### src/rtl/uta_pkg.sv
// uta_pkg: shared types, constants and the digit-to-ascii mapping
// used by the radix converter modules; depends on nothing
package uta_pkg;

  localparam int IN_W    = 16;
  localparam int RADIX_W = 6;
  localparam int CHAR_W  = 7;

  localparam logic [RADIX_W-1:0] RADIX_MIN   = 6'd2;
  localparam logic [RADIX_W-1:0] RADIX_MAX   = 6'd36;
  localparam logic [RADIX_W-1:0] RADIX_RESET = 6'd10;
  localparam logic [RADIX_W-1:0] DIGIT_TEN   = 6'd10;

  localparam logic [CHAR_W-1:0] CHAR_ZERO = 7'd48;
  localparam logic [CHAR_W-1:0] CHAR_A    = 7'd65;

  typedef struct packed {
    logic load;
    logic next;
  } div_ctl_t;

  typedef struct packed {
    logic               done;
    logic               quo_zero;
    logic [RADIX_W-1:0] digit;
  } div_st_t;

  typedef struct packed {
    logic               push;
    logic               pop_en;
    logic [RADIX_W-1:0] digit;
  } emit_ctl_t;

  typedef struct packed {
    logic empty;
  } emit_st_t;

  function automatic logic [CHAR_W-1:0] digit_to_ascii(input logic [RADIX_W-1:0] d);
    logic [CHAR_W-1:0] dx;
    dx = {1'b0, d};
    if (d >= DIGIT_TEN) begin
      return CHAR_A + dx - {1'b0, DIGIT_TEN};
    end
    return CHAR_ZERO + dx;
  endfunction

endpackage

### src/rtl/uta_div.sv
// uta_div: bit-serial restoring divider, one quotient bit per cycle
// depends on uta_pkg
module uta_div
  import uta_pkg::*;
#(
  parameter int VALUE_WIDTH = 16
) (
  input  logic                   clk,
  input  logic                   rst_n,
  input  div_ctl_t               ctl,
  input  logic [VALUE_WIDTH-1:0] value,
  input  logic [RADIX_W-1:0]     radix,
  output div_st_t                st
);

  localparam int CNT_W = $clog2(VALUE_WIDTH + 1);

  logic [VALUE_WIDTH-1:0] q_r, q_nxt;
  logic [RADIX_W-1:0]     rem_r, rem_nxt;
  logic [CNT_W-1:0]       cnt_r, cnt_nxt;
  logic                   busy_r, busy_nxt;
  logic                   done_r, done_nxt;
  logic [RADIX_W:0]       rem_sh;
  logic [RADIX_W:0]       rem_sub;
  logic                   ge;

  assign rem_sh  = {rem_r, q_r[VALUE_WIDTH-1]};
  assign ge      = rem_sh >= {1'b0, radix};
  assign rem_sub = rem_sh - {1'b0, radix};

  always_comb begin
    q_nxt    = q_r;
    rem_nxt  = rem_r;
    cnt_nxt  = cnt_r;
    busy_nxt = busy_r;
    done_nxt = 1'b0;
    if (ctl.load || ctl.next) begin
      if (ctl.load) begin
        q_nxt = value;
      end
      rem_nxt  = '0;
      cnt_nxt  = CNT_W'(VALUE_WIDTH);
      busy_nxt = 1'b1;
    end else if (busy_r) begin
      q_nxt   = {q_r[VALUE_WIDTH-2:0], ge};
      rem_nxt = ge ? rem_sub[RADIX_W-1:0] : rem_sh[RADIX_W-1:0];
      cnt_nxt = cnt_r - 1'b1;
      if (cnt_r == CNT_W'(1)) begin
        busy_nxt = 1'b0;
        done_nxt = 1'b1;
      end
    end
  end

  always_ff @(posedge clk) begin
    q_r   <= q_nxt;
    rem_r <= rem_nxt;
    cnt_r <= cnt_nxt;
    if (!rst_n) begin
      busy_r <= 1'b0;
      done_r <= 1'b0;
    end else begin
      busy_r <= busy_nxt;
      done_r <= done_nxt;
    end
  end

  assign st.done     = done_r;
  assign st.quo_zero = (q_r == '0);
  assign st.digit    = rem_r;

endmodule

### src/rtl/uta_emit.sv
// uta_emit: digit stack and output register, pops most significant digit first
// depends on uta_pkg
module uta_emit
  import uta_pkg::*;
#(
  parameter int VALUE_WIDTH = 16
) (
  input  logic              clk,
  input  logic              rst_n,
  input  emit_ctl_t         ctl,
  output emit_st_t          st,
  output logic              out_valid,
  input  logic              out_stall,
  output logic [CHAR_W-1:0] out_character,
  output logic              out_last
);

  localparam int CNT_W = $clog2(VALUE_WIDTH + 1);
  localparam int IDX_W = $clog2(VALUE_WIDTH);

  logic [RADIX_W-1:0] stack_r [VALUE_WIDTH];
  logic [CNT_W-1:0]   cnt_r;
  logic [CNT_W-1:0]   cnt_m1;
  logic               out_valid_r;
  logic [CHAR_W-1:0]  char_r;
  logic               last_r;
  logic               pop;

  assign cnt_m1 = cnt_r - 1'b1;
  assign pop    = ctl.pop_en && (cnt_r != '0) && (!out_valid_r || !out_stall);

  always_ff @(posedge clk) begin
    if (ctl.push) begin
      stack_r[cnt_r[IDX_W-1:0]] <= ctl.digit;
    end
  end

  always_ff @(posedge clk) begin
    if (pop) begin
      char_r <= digit_to_ascii(stack_r[cnt_m1[IDX_W-1:0]]);
      last_r <= (cnt_r == CNT_W'(1));
    end
  end

  always_ff @(posedge clk) begin
    if (!rst_n) begin
      cnt_r       <= '0;
      out_valid_r <= 1'b0;
    end else begin
      if (ctl.push) begin
        cnt_r <= cnt_r + 1'b1;
      end else if (pop) begin
        cnt_r <= cnt_m1;
      end
      if (pop) begin
        out_valid_r <= 1'b1;
      end else if (!out_stall) begin
        out_valid_r <= 1'b0;
      end
    end
  end

  assign st.empty      = (cnt_r == '0);
  assign out_valid     = out_valid_r;
  assign out_character = char_r;
  assign out_last      = last_r;

endmodule

### src/rtl/unsigned_to_ascii_radix.sv
// unsigned_to_ascii_radix: unsigned value to ascii digit string in a programmable base
// top level; depends on uta_pkg, uta_div and uta_emit
//
// usage:
//   input channel in_valid/in_stall/in_value carries one number per word; the
//   low VALUE_WIDTH bits are converted. result channel out_valid/out_stall
//   carries one ascii character per word, most significant digit first, with
//   out_last set on the final character. zero gives the single character '0'.
//   cfg_we/cfg_wdata writes the base; values are clamped to 2..36, reset is 10.
//   write the base only while no conversion is in flight.
// timing:
//   each digit is one full division by the base in the serial divider (one quotient
//   bit per cycle), then the characters leave at one per cycle while out_stall is low.
//   in_stall is low only while idle; the last character may still sit in the
//   output register when the next word is taken.
// reset and stall:
//   synchronous reset clears the control state and sets the base to 10. a
//   stalled output word holds; the digit stack simply waits behind it.
module unsigned_to_ascii_radix
  import uta_pkg::*;
#(
  parameter int VALUE_WIDTH = 16
) (
  input  logic               clk,
  input  logic               rst_n,
  input  logic               cfg_we,
  input  logic [RADIX_W-1:0] cfg_wdata,
  input  logic               in_valid,
  output logic               in_stall,
  input  logic [IN_W-1:0]    in_value,
  output logic               out_valid,
  input  logic               out_stall,
  output logic [CHAR_W-1:0]  out_character,
  output logic               out_last
);

  typedef enum logic [2:0] {
    S_IDLE = 3'b001,
    S_DIV  = 3'b010,
    S_EMIT = 3'b100
  } state_t;

  state_t                 state_r, state_nxt;
  logic [RADIX_W-1:0]     radix_r, radix_nxt;
  logic [VALUE_WIDTH-1:0] value_ext;
  div_ctl_t               div_ctl;
  div_st_t                div_st;
  emit_ctl_t              emit_ctl;
  emit_st_t               emit_st;

  always_comb begin
    for (int i = 0; i < VALUE_WIDTH; i++) begin
      value_ext[i] = (i < IN_W) ? in_value[i % IN_W] : 1'b0;
    end
  end

  always_comb begin
    radix_nxt = radix_r;
    if (cfg_we) begin
      if (cfg_wdata < RADIX_MIN) begin
        radix_nxt = RADIX_MIN;
      end else if (cfg_wdata > RADIX_MAX) begin
        radix_nxt = RADIX_MAX;
      end else begin
        radix_nxt = cfg_wdata;
      end
    end
  end

  always_comb begin
    state_nxt       = state_r;
    div_ctl         = '0;
    emit_ctl.push   = 1'b0;
    emit_ctl.pop_en = 1'b0;
    emit_ctl.digit  = div_st.digit;
    case (state_r)
      S_IDLE: begin
        if (in_valid) begin
          div_ctl.load = 1'b1;
          state_nxt    = S_DIV;
        end
      end
      S_DIV: begin
        if (div_st.done) begin
          emit_ctl.push = 1'b1;
          if (div_st.quo_zero) begin
            state_nxt = S_EMIT;
          end else begin
            div_ctl.next = 1'b1;
          end
        end
      end
      S_EMIT: begin
        emit_ctl.pop_en = 1'b1;
        if (emit_st.empty) begin
          state_nxt = S_IDLE;
        end
      end
      default: begin
        state_nxt = S_IDLE;
      end
    endcase
  end

  always_ff @(posedge clk) begin
    if (!rst_n) begin
      state_r <= S_IDLE;
      radix_r <= RADIX_RESET;
    end else begin
      state_r <= state_nxt;
      radix_r <= radix_nxt;
    end
  end

  assign in_stall = (state_r != S_IDLE);

  uta_div #(
    .VALUE_WIDTH(VALUE_WIDTH)
  ) u_div (
    .clk  (clk),
    .rst_n(rst_n),
    .ctl  (div_ctl),
    .value(value_ext),
    .radix(radix_r),
    .st   (div_st)
  );

  uta_emit #(
    .VALUE_WIDTH(VALUE_WIDTH)
  ) u_emit (
    .clk          (clk),
    .rst_n        (rst_n),
    .ctl          (emit_ctl),
    .st           (emit_st),
    .out_valid    (out_valid),
    .out_stall    (out_stall),
    .out_character(out_character),
    .out_last     (out_last)
  );

`ifndef SYNTHESIS
  a_radix_range: assert property (@(posedge clk) disable iff (!rst_n)
    radix_r >= RADIX_MIN && radix_r <= RADIX_MAX)
    else $error("base register out of range");

  a_done_in_div: assert property (@(posedge clk) disable iff (!rst_n)
    div_st.done |-> state_r == S_DIV)
    else $error("divider finished outside conversion");

  a_idle_empty: assert property (@(posedge clk) disable iff (!rst_n)
    state_r == S_IDLE |-> emit_st.empty)
    else $error("digit stack not drained when idle");

  a_push_then_state: assert property (@(posedge clk) disable iff (!rst_n)
    emit_ctl.push && div_st.quo_zero |=> state_r == S_EMIT && !emit_st.empty)
    else $error("final digit push did not start emission");
`endif

endmodule

### config.mk
export PLATFORM = sky130hd
export DESIGN_NAME = unsigned_to_ascii_radix
export DESIGN_NICKNAME = d
export VERILOG_FILES = /design/src/rtl/uta_pkg.sv /design/src/rtl/uta_div.sv /design/src/rtl/uta_emit.sv /design/src/rtl/unsigned_to_ascii_radix.sv
export SDC_FILE = /design/constraint.sdc
export NUM_CORES = 1
export LEC_CHECK = 0
export ABC_AREA = 0
export BUFFER_PORTS_ARGS = -buffer_cell sky130_fd_sc_hd__buf_2
export CORE_UTILIZATION = 55
export CTS_CLUSTER_SIZE = 14
export DETAILED_ROUTE_END_ITERATION = 8
export PLACE_DENSITY = 0.82
export SLEW_MARGIN = 20
export SYNTH_ARGS = -nofsm -noshare
export SYNTH_HDL_FRONTEND = slang
export SYNTH_SLANG_ARGS = --single-unit
### constraint.sdc
create_clock -name clk -period 4.35 [get_ports clk]
set_input_delay 0.6525 -clock clk [delete_from_list [all_inputs] [get_ports clk]]
set_output_delay 0.6525 -clock clk [all_outputs]
set_load 0.05 [all_outputs]
# After elaboration in Yosys (flattened, before gate mapping)
# Memory sizes are Yosys's and may differ from the RTL's.
# Index checks and enable logic that the tools add are counted.
dict set report word_totals {
  regBits 52
  ram_bits 96
  wordCells 84
  memories 1
}
dict set report classes {
  n_addsub 7
  n_lt_le_gt_ge 4
  eq_ne 12
  mux 33
  n_bitwise 2
  reduce_logical 14
}
# memory depth word_bits rd rd_clocked_by_memory_dff wr line_no
set mem_list {}
lappend mem_list {u_emit.stack_r 16 6 1 0 1 uta_emit.sv:21} ;# logic [RADIX_W-1:0] stack_r [VALUE_WIDTH];
# op n
set ops {}
lappend ops {{$mux W16} 3}
lappend ops {{$mux W1} 18}
lappend ops {{$mux W6} 3}
lappend ops {{$logic_not A16 Y1} 1}
lappend ops {{$mux W7} 2}
lappend ops {{$mux W3} 4}
lappend ops {{$eq A5 B1 Y1 const B} 2}
lappend ops {{$mux W5} 2}
lappend ops {{$sub A5 B1 Y5 const B} 2}
lappend ops {{$pmux W3 S3} 1}
lappend ops {{$add A6 B6 Y7 const A} 1}
lappend ops {{$add A7 B6 Y7 const A} 1}
lappend ops {{$ge A7 B6 Y1} 1}
lappend ops {{$sub A7 B4 Y7 const B} 1}
lappend ops {{$ge A6 B4 Y1 const B} 1}
lappend ops {{$gt A6 B6 Y1 const B} 1}
lappend ops {{$lt A6 B2 Y1 const B} 1}
lappend ops {{$ne A2 B1 Y1 const B} 3}
lappend ops {{$ne A2 B2 Y1 const B} 3}
lappend ops {{$sub A6 B6 Y6} 1}
lappend ops {{$add A5 B1 Y5 const B} 1}
lappend ops {{$logic_not A5 Y1} 1}
lappend ops {{$reduce_bool A5 Y1} 1}
lappend ops {{$reduce_and A4 Y1} 1}
lappend ops {{other kinds (11)} 16}

# Logic depth before layout (Yosys ltp)
dict set report logic_depth {
  ltp_word 7
  ltp_mapped 18
}

# Hierarchy
# A second synthesis with hierarchy kept.
dict set report hier_totals {
  cells_unflattened 495
  area_unflattened_um2 6740.2
}
# mod instances cells_each area_each_um2
set modules_own_cells {}
lappend modules_own_cells {uta_emit 1 264 4672.0}
lappend modules_own_cells {uta_div 1 174 1595.3}
lappend modules_own_cells {unsigned_to_ascii_radix 1 57 473.0}

# Worst setup path before layout
# Ideal clock, no wire load.
dict set report synth_timing {
  path_type {flip-flop to flip-flop}
  from {register u_emit.cnt_r[0]}
  to {register u_emit.char_r[3] (netlist: u_emit.out_character[3]), data pin}
  arrival_ns 3.395
  required_ns 4.085
  slack_ns 0.690
  stages_incl_launch_ff 16
  path_buffers 4
  cell_sequence {dfxtp_1 > buf_6 > buf_6 > inv_1 > ha_1 > clkbuf_8 > clkbuf_8 > mux4_2 > mux4_2 > ha_1 > nor4_1 > a21oi_1 > a32oi_1 > and2_4 > nor2_1 > xor2_1}
}
dict set report synth_via {
  elab_chain_len 6
  word_cells_on_any_way 10
}
# element line_no
set synth_rtl {}
lappend synth_rtl {{start: declaration} uta_emit.sv:22} ;# logic [CNT_W-1:0] cnt_r;
lappend synth_rtl {{start signal: assignment} uta_emit.sv:51} ;# cnt_r <= cnt_r + 1'b1;
lappend synth_rtl {{start signal: assignment} uta_emit.sv:53} ;# cnt_r <= cnt_m1;
lappend synth_rtl {{$sub A5 B1 Y5 (*)} uta_emit.sv:29} ;# assign cnt_m1 = cnt_r - 1'b1;
lappend synth_rtl {{$mem_v2 Z16 W6 (*)} n/a}
lappend synth_rtl {{$add A7 B6 Y7 / $ge A6 B4 Y1 (equally long branches)} {uta_pkg.sv:42, uta_pkg.sv:41}}
lappend synth_rtl {{$sub A7 B4 Y7 / $mux W1 (equally long branches)} {uta_pkg.sv:42, uta_pkg.sv:41}}
lappend synth_rtl {{$mux W7 / $mux W1 (equally long branches)} {uta_pkg.sv:41, uta_emit.sv:39}}
lappend synth_rtl {{$mux W7 (*)} uta_pkg.sv:44} ;# return CHAR_ZERO + dx;
lappend synth_rtl {{end signal: assignment} uta_emit.sv:40} ;# char_r <= digit_to_ascii(stack_r[cnt_m1[IDX_W-1:0]]);
lappend synth_rtl {{end: declaration} uta_emit.sv:25} ;# logic [CHAR_W-1:0] char_r;
# Mark *: on every way between the ends. The rest lies on a longest branch, timed or not. The select of a mux whose other input is x is not followed.
# A chain may end at the register's enable or synchronous reset.

# Final worst setup path
dict set report layout_timing {
  from {register u_emit.cnt_r[1]}
  to {register u_emit.char_r[3] (netlist: u_emit.out_character[3]), data pin}
}
# The elaborated chain is that of the path after synthesis.

==> flow_summary_export.csv <==
group,metric,value,unit
timing,maxSlewViolCount,0,
yosys,synth_seq_area_share,0.628,
yosys,synthArstFlopShare,0,
timing,relSlewSlack,0.487,
worst_setup_path,crit_slowest_cell,"ha_2",
power,p_leak,2.72,nW
worst_setup_path,timing.critical_path.to,"u_emit.out_character[3]$_DFFE_PP_",
outcome,violations,"design-rule violations",
worst_setup_path,r2r_start,"u_emit.cnt_r[1]$_SDFFE_PN0P_",
routing,wl,13100,µm
yosys,synth_compound_area_frac,0.0636,
worst_setup_path,cpLargestDelayFamily,"compound AO/OA/AOI/OAI gates",
floorplanning,start_util,0.573,
worst_setup_path,r2r-end,"u_emit.out_character[3]$_DFFE_PP_",
power,p_per_area,479,nW/µm²
yosys,synth-xor-area-share,0.0185,
timing,worst_slew_pin_slew,765,ps
timing,rsz0062_at_grt,"no",
floorplanning,io_pins,37,
place,placement.io_buffers,36,
worst_setup_path,reg2reg_setup_slack,520,ps
yosys,netlist_area,6630,µm²
yosys,ys_top_cells_by_area,"edfxtp_1, dfxtp_1, mux4_2, mux4_1, nand2_1",
yosys,synth_fa_ha_area_frac,0.0332,
yosys,ys_ff_latch,148,
place,dp_hpwl,8450,µm
worst_setup_path,critical_path_class,"register to register",
timing,finClkSkew,9.91,ps
global_route,antenna_found_initial,0,
layout,area_growth,13.7,%
yosys,synthesis.nets,518,
clock_tree,cts_made_buffers,17,
power,total_power,0.00361,W
worst_setup_path,startpoint_type,"register",
worst_setup_path,cp.arrival,3990,ps
yosys,synth_cell_types,55,
timing,timing.hold.ws,492,ps
routing,wire_per_inst,19.4,µm
yosys,syn_area_per_cell,14.0,µm²
global_route,grt_pass1_vias,4067,
worst_setup_path,ff2ff_path_depth,14,
global_route,track_usage,0.231,
worst_setup_path,worstPathMaxFanout,14,
layout,nNetsFinal,563,
yosys,synth_top_area_frac,0.544,
routing,drt_iter0_drc,362,
worst_setup_path,cpPeakStageDelay,580,ps
yosys,synth_cells,474,
routing,routed_via_density,5.95,
timing,worst_slack,521,ps
routing,drt_first_pass_iters,6,
floorplanning,dieHeight,112,µm
timing,min_period_over_period,0.880,
clock_tree,cts.clk_slew.worst_paths,60,ps
yosys,synth_area_leader_cell,"edfxtp_1",
yosys,synthMuxAreaShare,0.111,
timing,period_minus_slack,3830,ps
global_route,grt_max_degree,31,
outcome,status,"finished, violations left",
clock_tree,tritoncts,"built",
timing,setup_violations,0,
worst_setup_path,crit_cells,14,
timing,fmax,0.261,GHz
yosys,synth_top_family_by_area,"simple AND/OR/NAND/NOR gates",
global_route,grt-ovfl-total,0,
layout,antennaDiodeCount,0,
routing,met1Wirelength,5160,µm
power,irDropWorstVdd,0.000290,V
routing,ant_nets,0,
timing,hold_violations,0,
routing,remaining_drc_errors,2,
global_route,grt_pass1_wl,21300,µm
run,maxCapViolCount,0,
floorplanning,rows,39,
clock_tree,clock_sinks,148,
timing,final.setup.tns,0,ps
min_path,worstHoldPathType,"register to register",
floorplanning,die_area,12500,µm²
yosys,yosys.area_share.simple,0.113,
worst_setup_path,path_cells,"inv_1, ha_2, buf_4, mux4_1, a211oi_1, a31oi_1, inv_1, ha_1, nor4_1, a21oi_1, a32oi_1, and2_4, nor2_1, xor2_1",
place,gp_congestion,0.846,
yosys,synth_ff_type,"edfxtp_1",
floorplanning,die_w,112,µm
place,post-place-ws,419,ps
yosys,synth_most_common_cell,"edfxtp_1",
clock_tree,cts_buffer_depth,2,
routing,vias,4010,
routing,wl_met2,6900,µm
worst_setup_path,path_buf_inv,3,
worst_setup_path,required,4510,ps
clock_tree,cts_root_buffer,"clkbuf_16",
clock_tree,cts-htree-levels,4,
yosys,synth_common_cells,"edfxtp_1, nand2_1, nor2_1",
yosys,yosysWarnings,0,
yosys,synth_edf_count,120,
worst_setup_path,cp-startpoint,"u_emit.cnt_r[1]$_SDFFE_PN0P_",
routing,top_layer,"met4",
worst_setup_path,critPathCaptureType,"register",
floorplanning,core,11600,µm²
clock_tree,clock_latency,420,ps
layout,drive_gt1_frac,0.192,
routing,dr_wl_met3,755,µm
worst_setup_path,crit_top_cell,"inv_1",
clock_tree,post_cts_buffers,0,
## timing repair
action,CTS,global route
setup endpoints to repair,0,2
gates resized for setup,0,1
hold buffers,0,0
## metrics by stage
step                instances  cell area [µm²]   util
detailed placement        643             6920  0.598
finish                    674             7530  0.651
global placement          643             6920  0.598
floorplan                 474             6630      -
global route              674             7530  0.651
CTS                       674             7530  0.651
## worst reg2reg max path, delay by kind of cell, from the launching register on
family	cells	cell delay, ps
AO/OA/AOI/OAI	4	860
adder cells (fa/ha/maj)	2	820
AND/OR/NAND/NOR	3	630
buffers and inverters	3	520
flip-flops	1	430
multiplexers	1	180
XOR/XNOR	1	140
## worst min-delay path by stage
| stage | startpoint | to | slack, ps | cells after the start |
|---|---|---|---|---|
| final | radix_r[0]$_SDFFE_PN0P_ | radix_r[0]$_SDFFE_PN0P_ | 490 | 2 |
| after global routing | in_value[5] | u_div.q_r[5]$_DFFE_PP_ | 490 | 3 |
| after CTS | cfg_wdata[2] | radix_r[2]$_SDFFE_PN0P_ | 480 | 3 |
| after detailed placement | radix_r[0]$_SDFFE_PN0P_ | radix_r[0]$_SDFFE_PN0P_ | 500 | 2 |
| after global placement | u_div.cnt_r[1]$_SDFFE_PN0P_ | u_div.cnt_r[1]$_SDFFE_PN0P_ | 480 | 2 |
| after floorplan | radix_r[0]$_SDFFE_PN0P_ | radix_r[0]$_SDFFE_PN0P_ | 460 | 2 |
## state kept, by name (all words and copies together), names as in the netlist
signal,cells
u_div.done_r,1
u_emit.out_valid,1
u_div.rem_r,6
u_div.q_r,16
radix_r,6
u_emit.cnt_r,5
u_div.busy_r,1
u_div.cnt_r,5
state_r,3
u_emit.stack_r,96
u_emit.out_character,7
u_emit.out_last,1
## per-layer routing
layer,track usage,up-vias
met1,0.285,1950
met4,0.102,0
li1,-,1886
met5,0,-
met3,0.0468,21
met2,0.394,153
## cells in the final DEF, fill, tap and decap left out, types with 4 or more instances in the layout
master      synthesis  routed
mux4_1             11      11
nor3_1              6       6
nand3_1             7       7
o21ai_0            14      14
edfxtp_1          120     120
mux4_2             17      17
xor2_1              5       5
nand2b_1            6       6
ha_1               16      15
clkbuf_16           0      17
mux2i_1             4       4
nor2b_1             6       6
and2_1              5       5
bufinv_16           0       4
a21oi_1            15      15
nor2_1             34      34
xnor2_1             9       9
a31oi_1             7       7
buf_4               0       8
buf_2               1      36
dfxtp_1            28      28
nor4_1              7       7
o21a_1              6       6
nand2_1            65      65
clkinvlp_4          0       5
inv_1              23      23
## cell type report
| type | count | area (µm²) |
|---|---|---|
| Fill cell | 801 | 4030 |
| Clock buffer | 18 | 429 |
| Timing Repair Buffer | 44 | 240 |
| Tap cell | 143 | 179 |
| Inverter | 23 | 86.3 |
| Clock inverter | 13 | 185 |
| Sequential cell | 148 | 4160 |
| Multi-Input combinational cell | 285 | 2250 |
## report_power, final
part,switching [W],leakage [nW],internal (W),total [W]
sequential,0.000134,1.34,0.00168,0.00181
clock,0.000552,0.284,0.000954,0.00151
combinational,0.000168,1.10,0.000123,0.000291
## logic make-up after synthesis
family / Yosys count
AND/OR/NAND/NOR: 156
AO/OA/AOI/OAI: 64
flip-flops: 148
multiplexers: 34
buffers and inverters: 41
XOR/XNOR: 14
adder cells (fa/ha/maj): 17
Note: power is estimated with default switching activity, not from simulation.
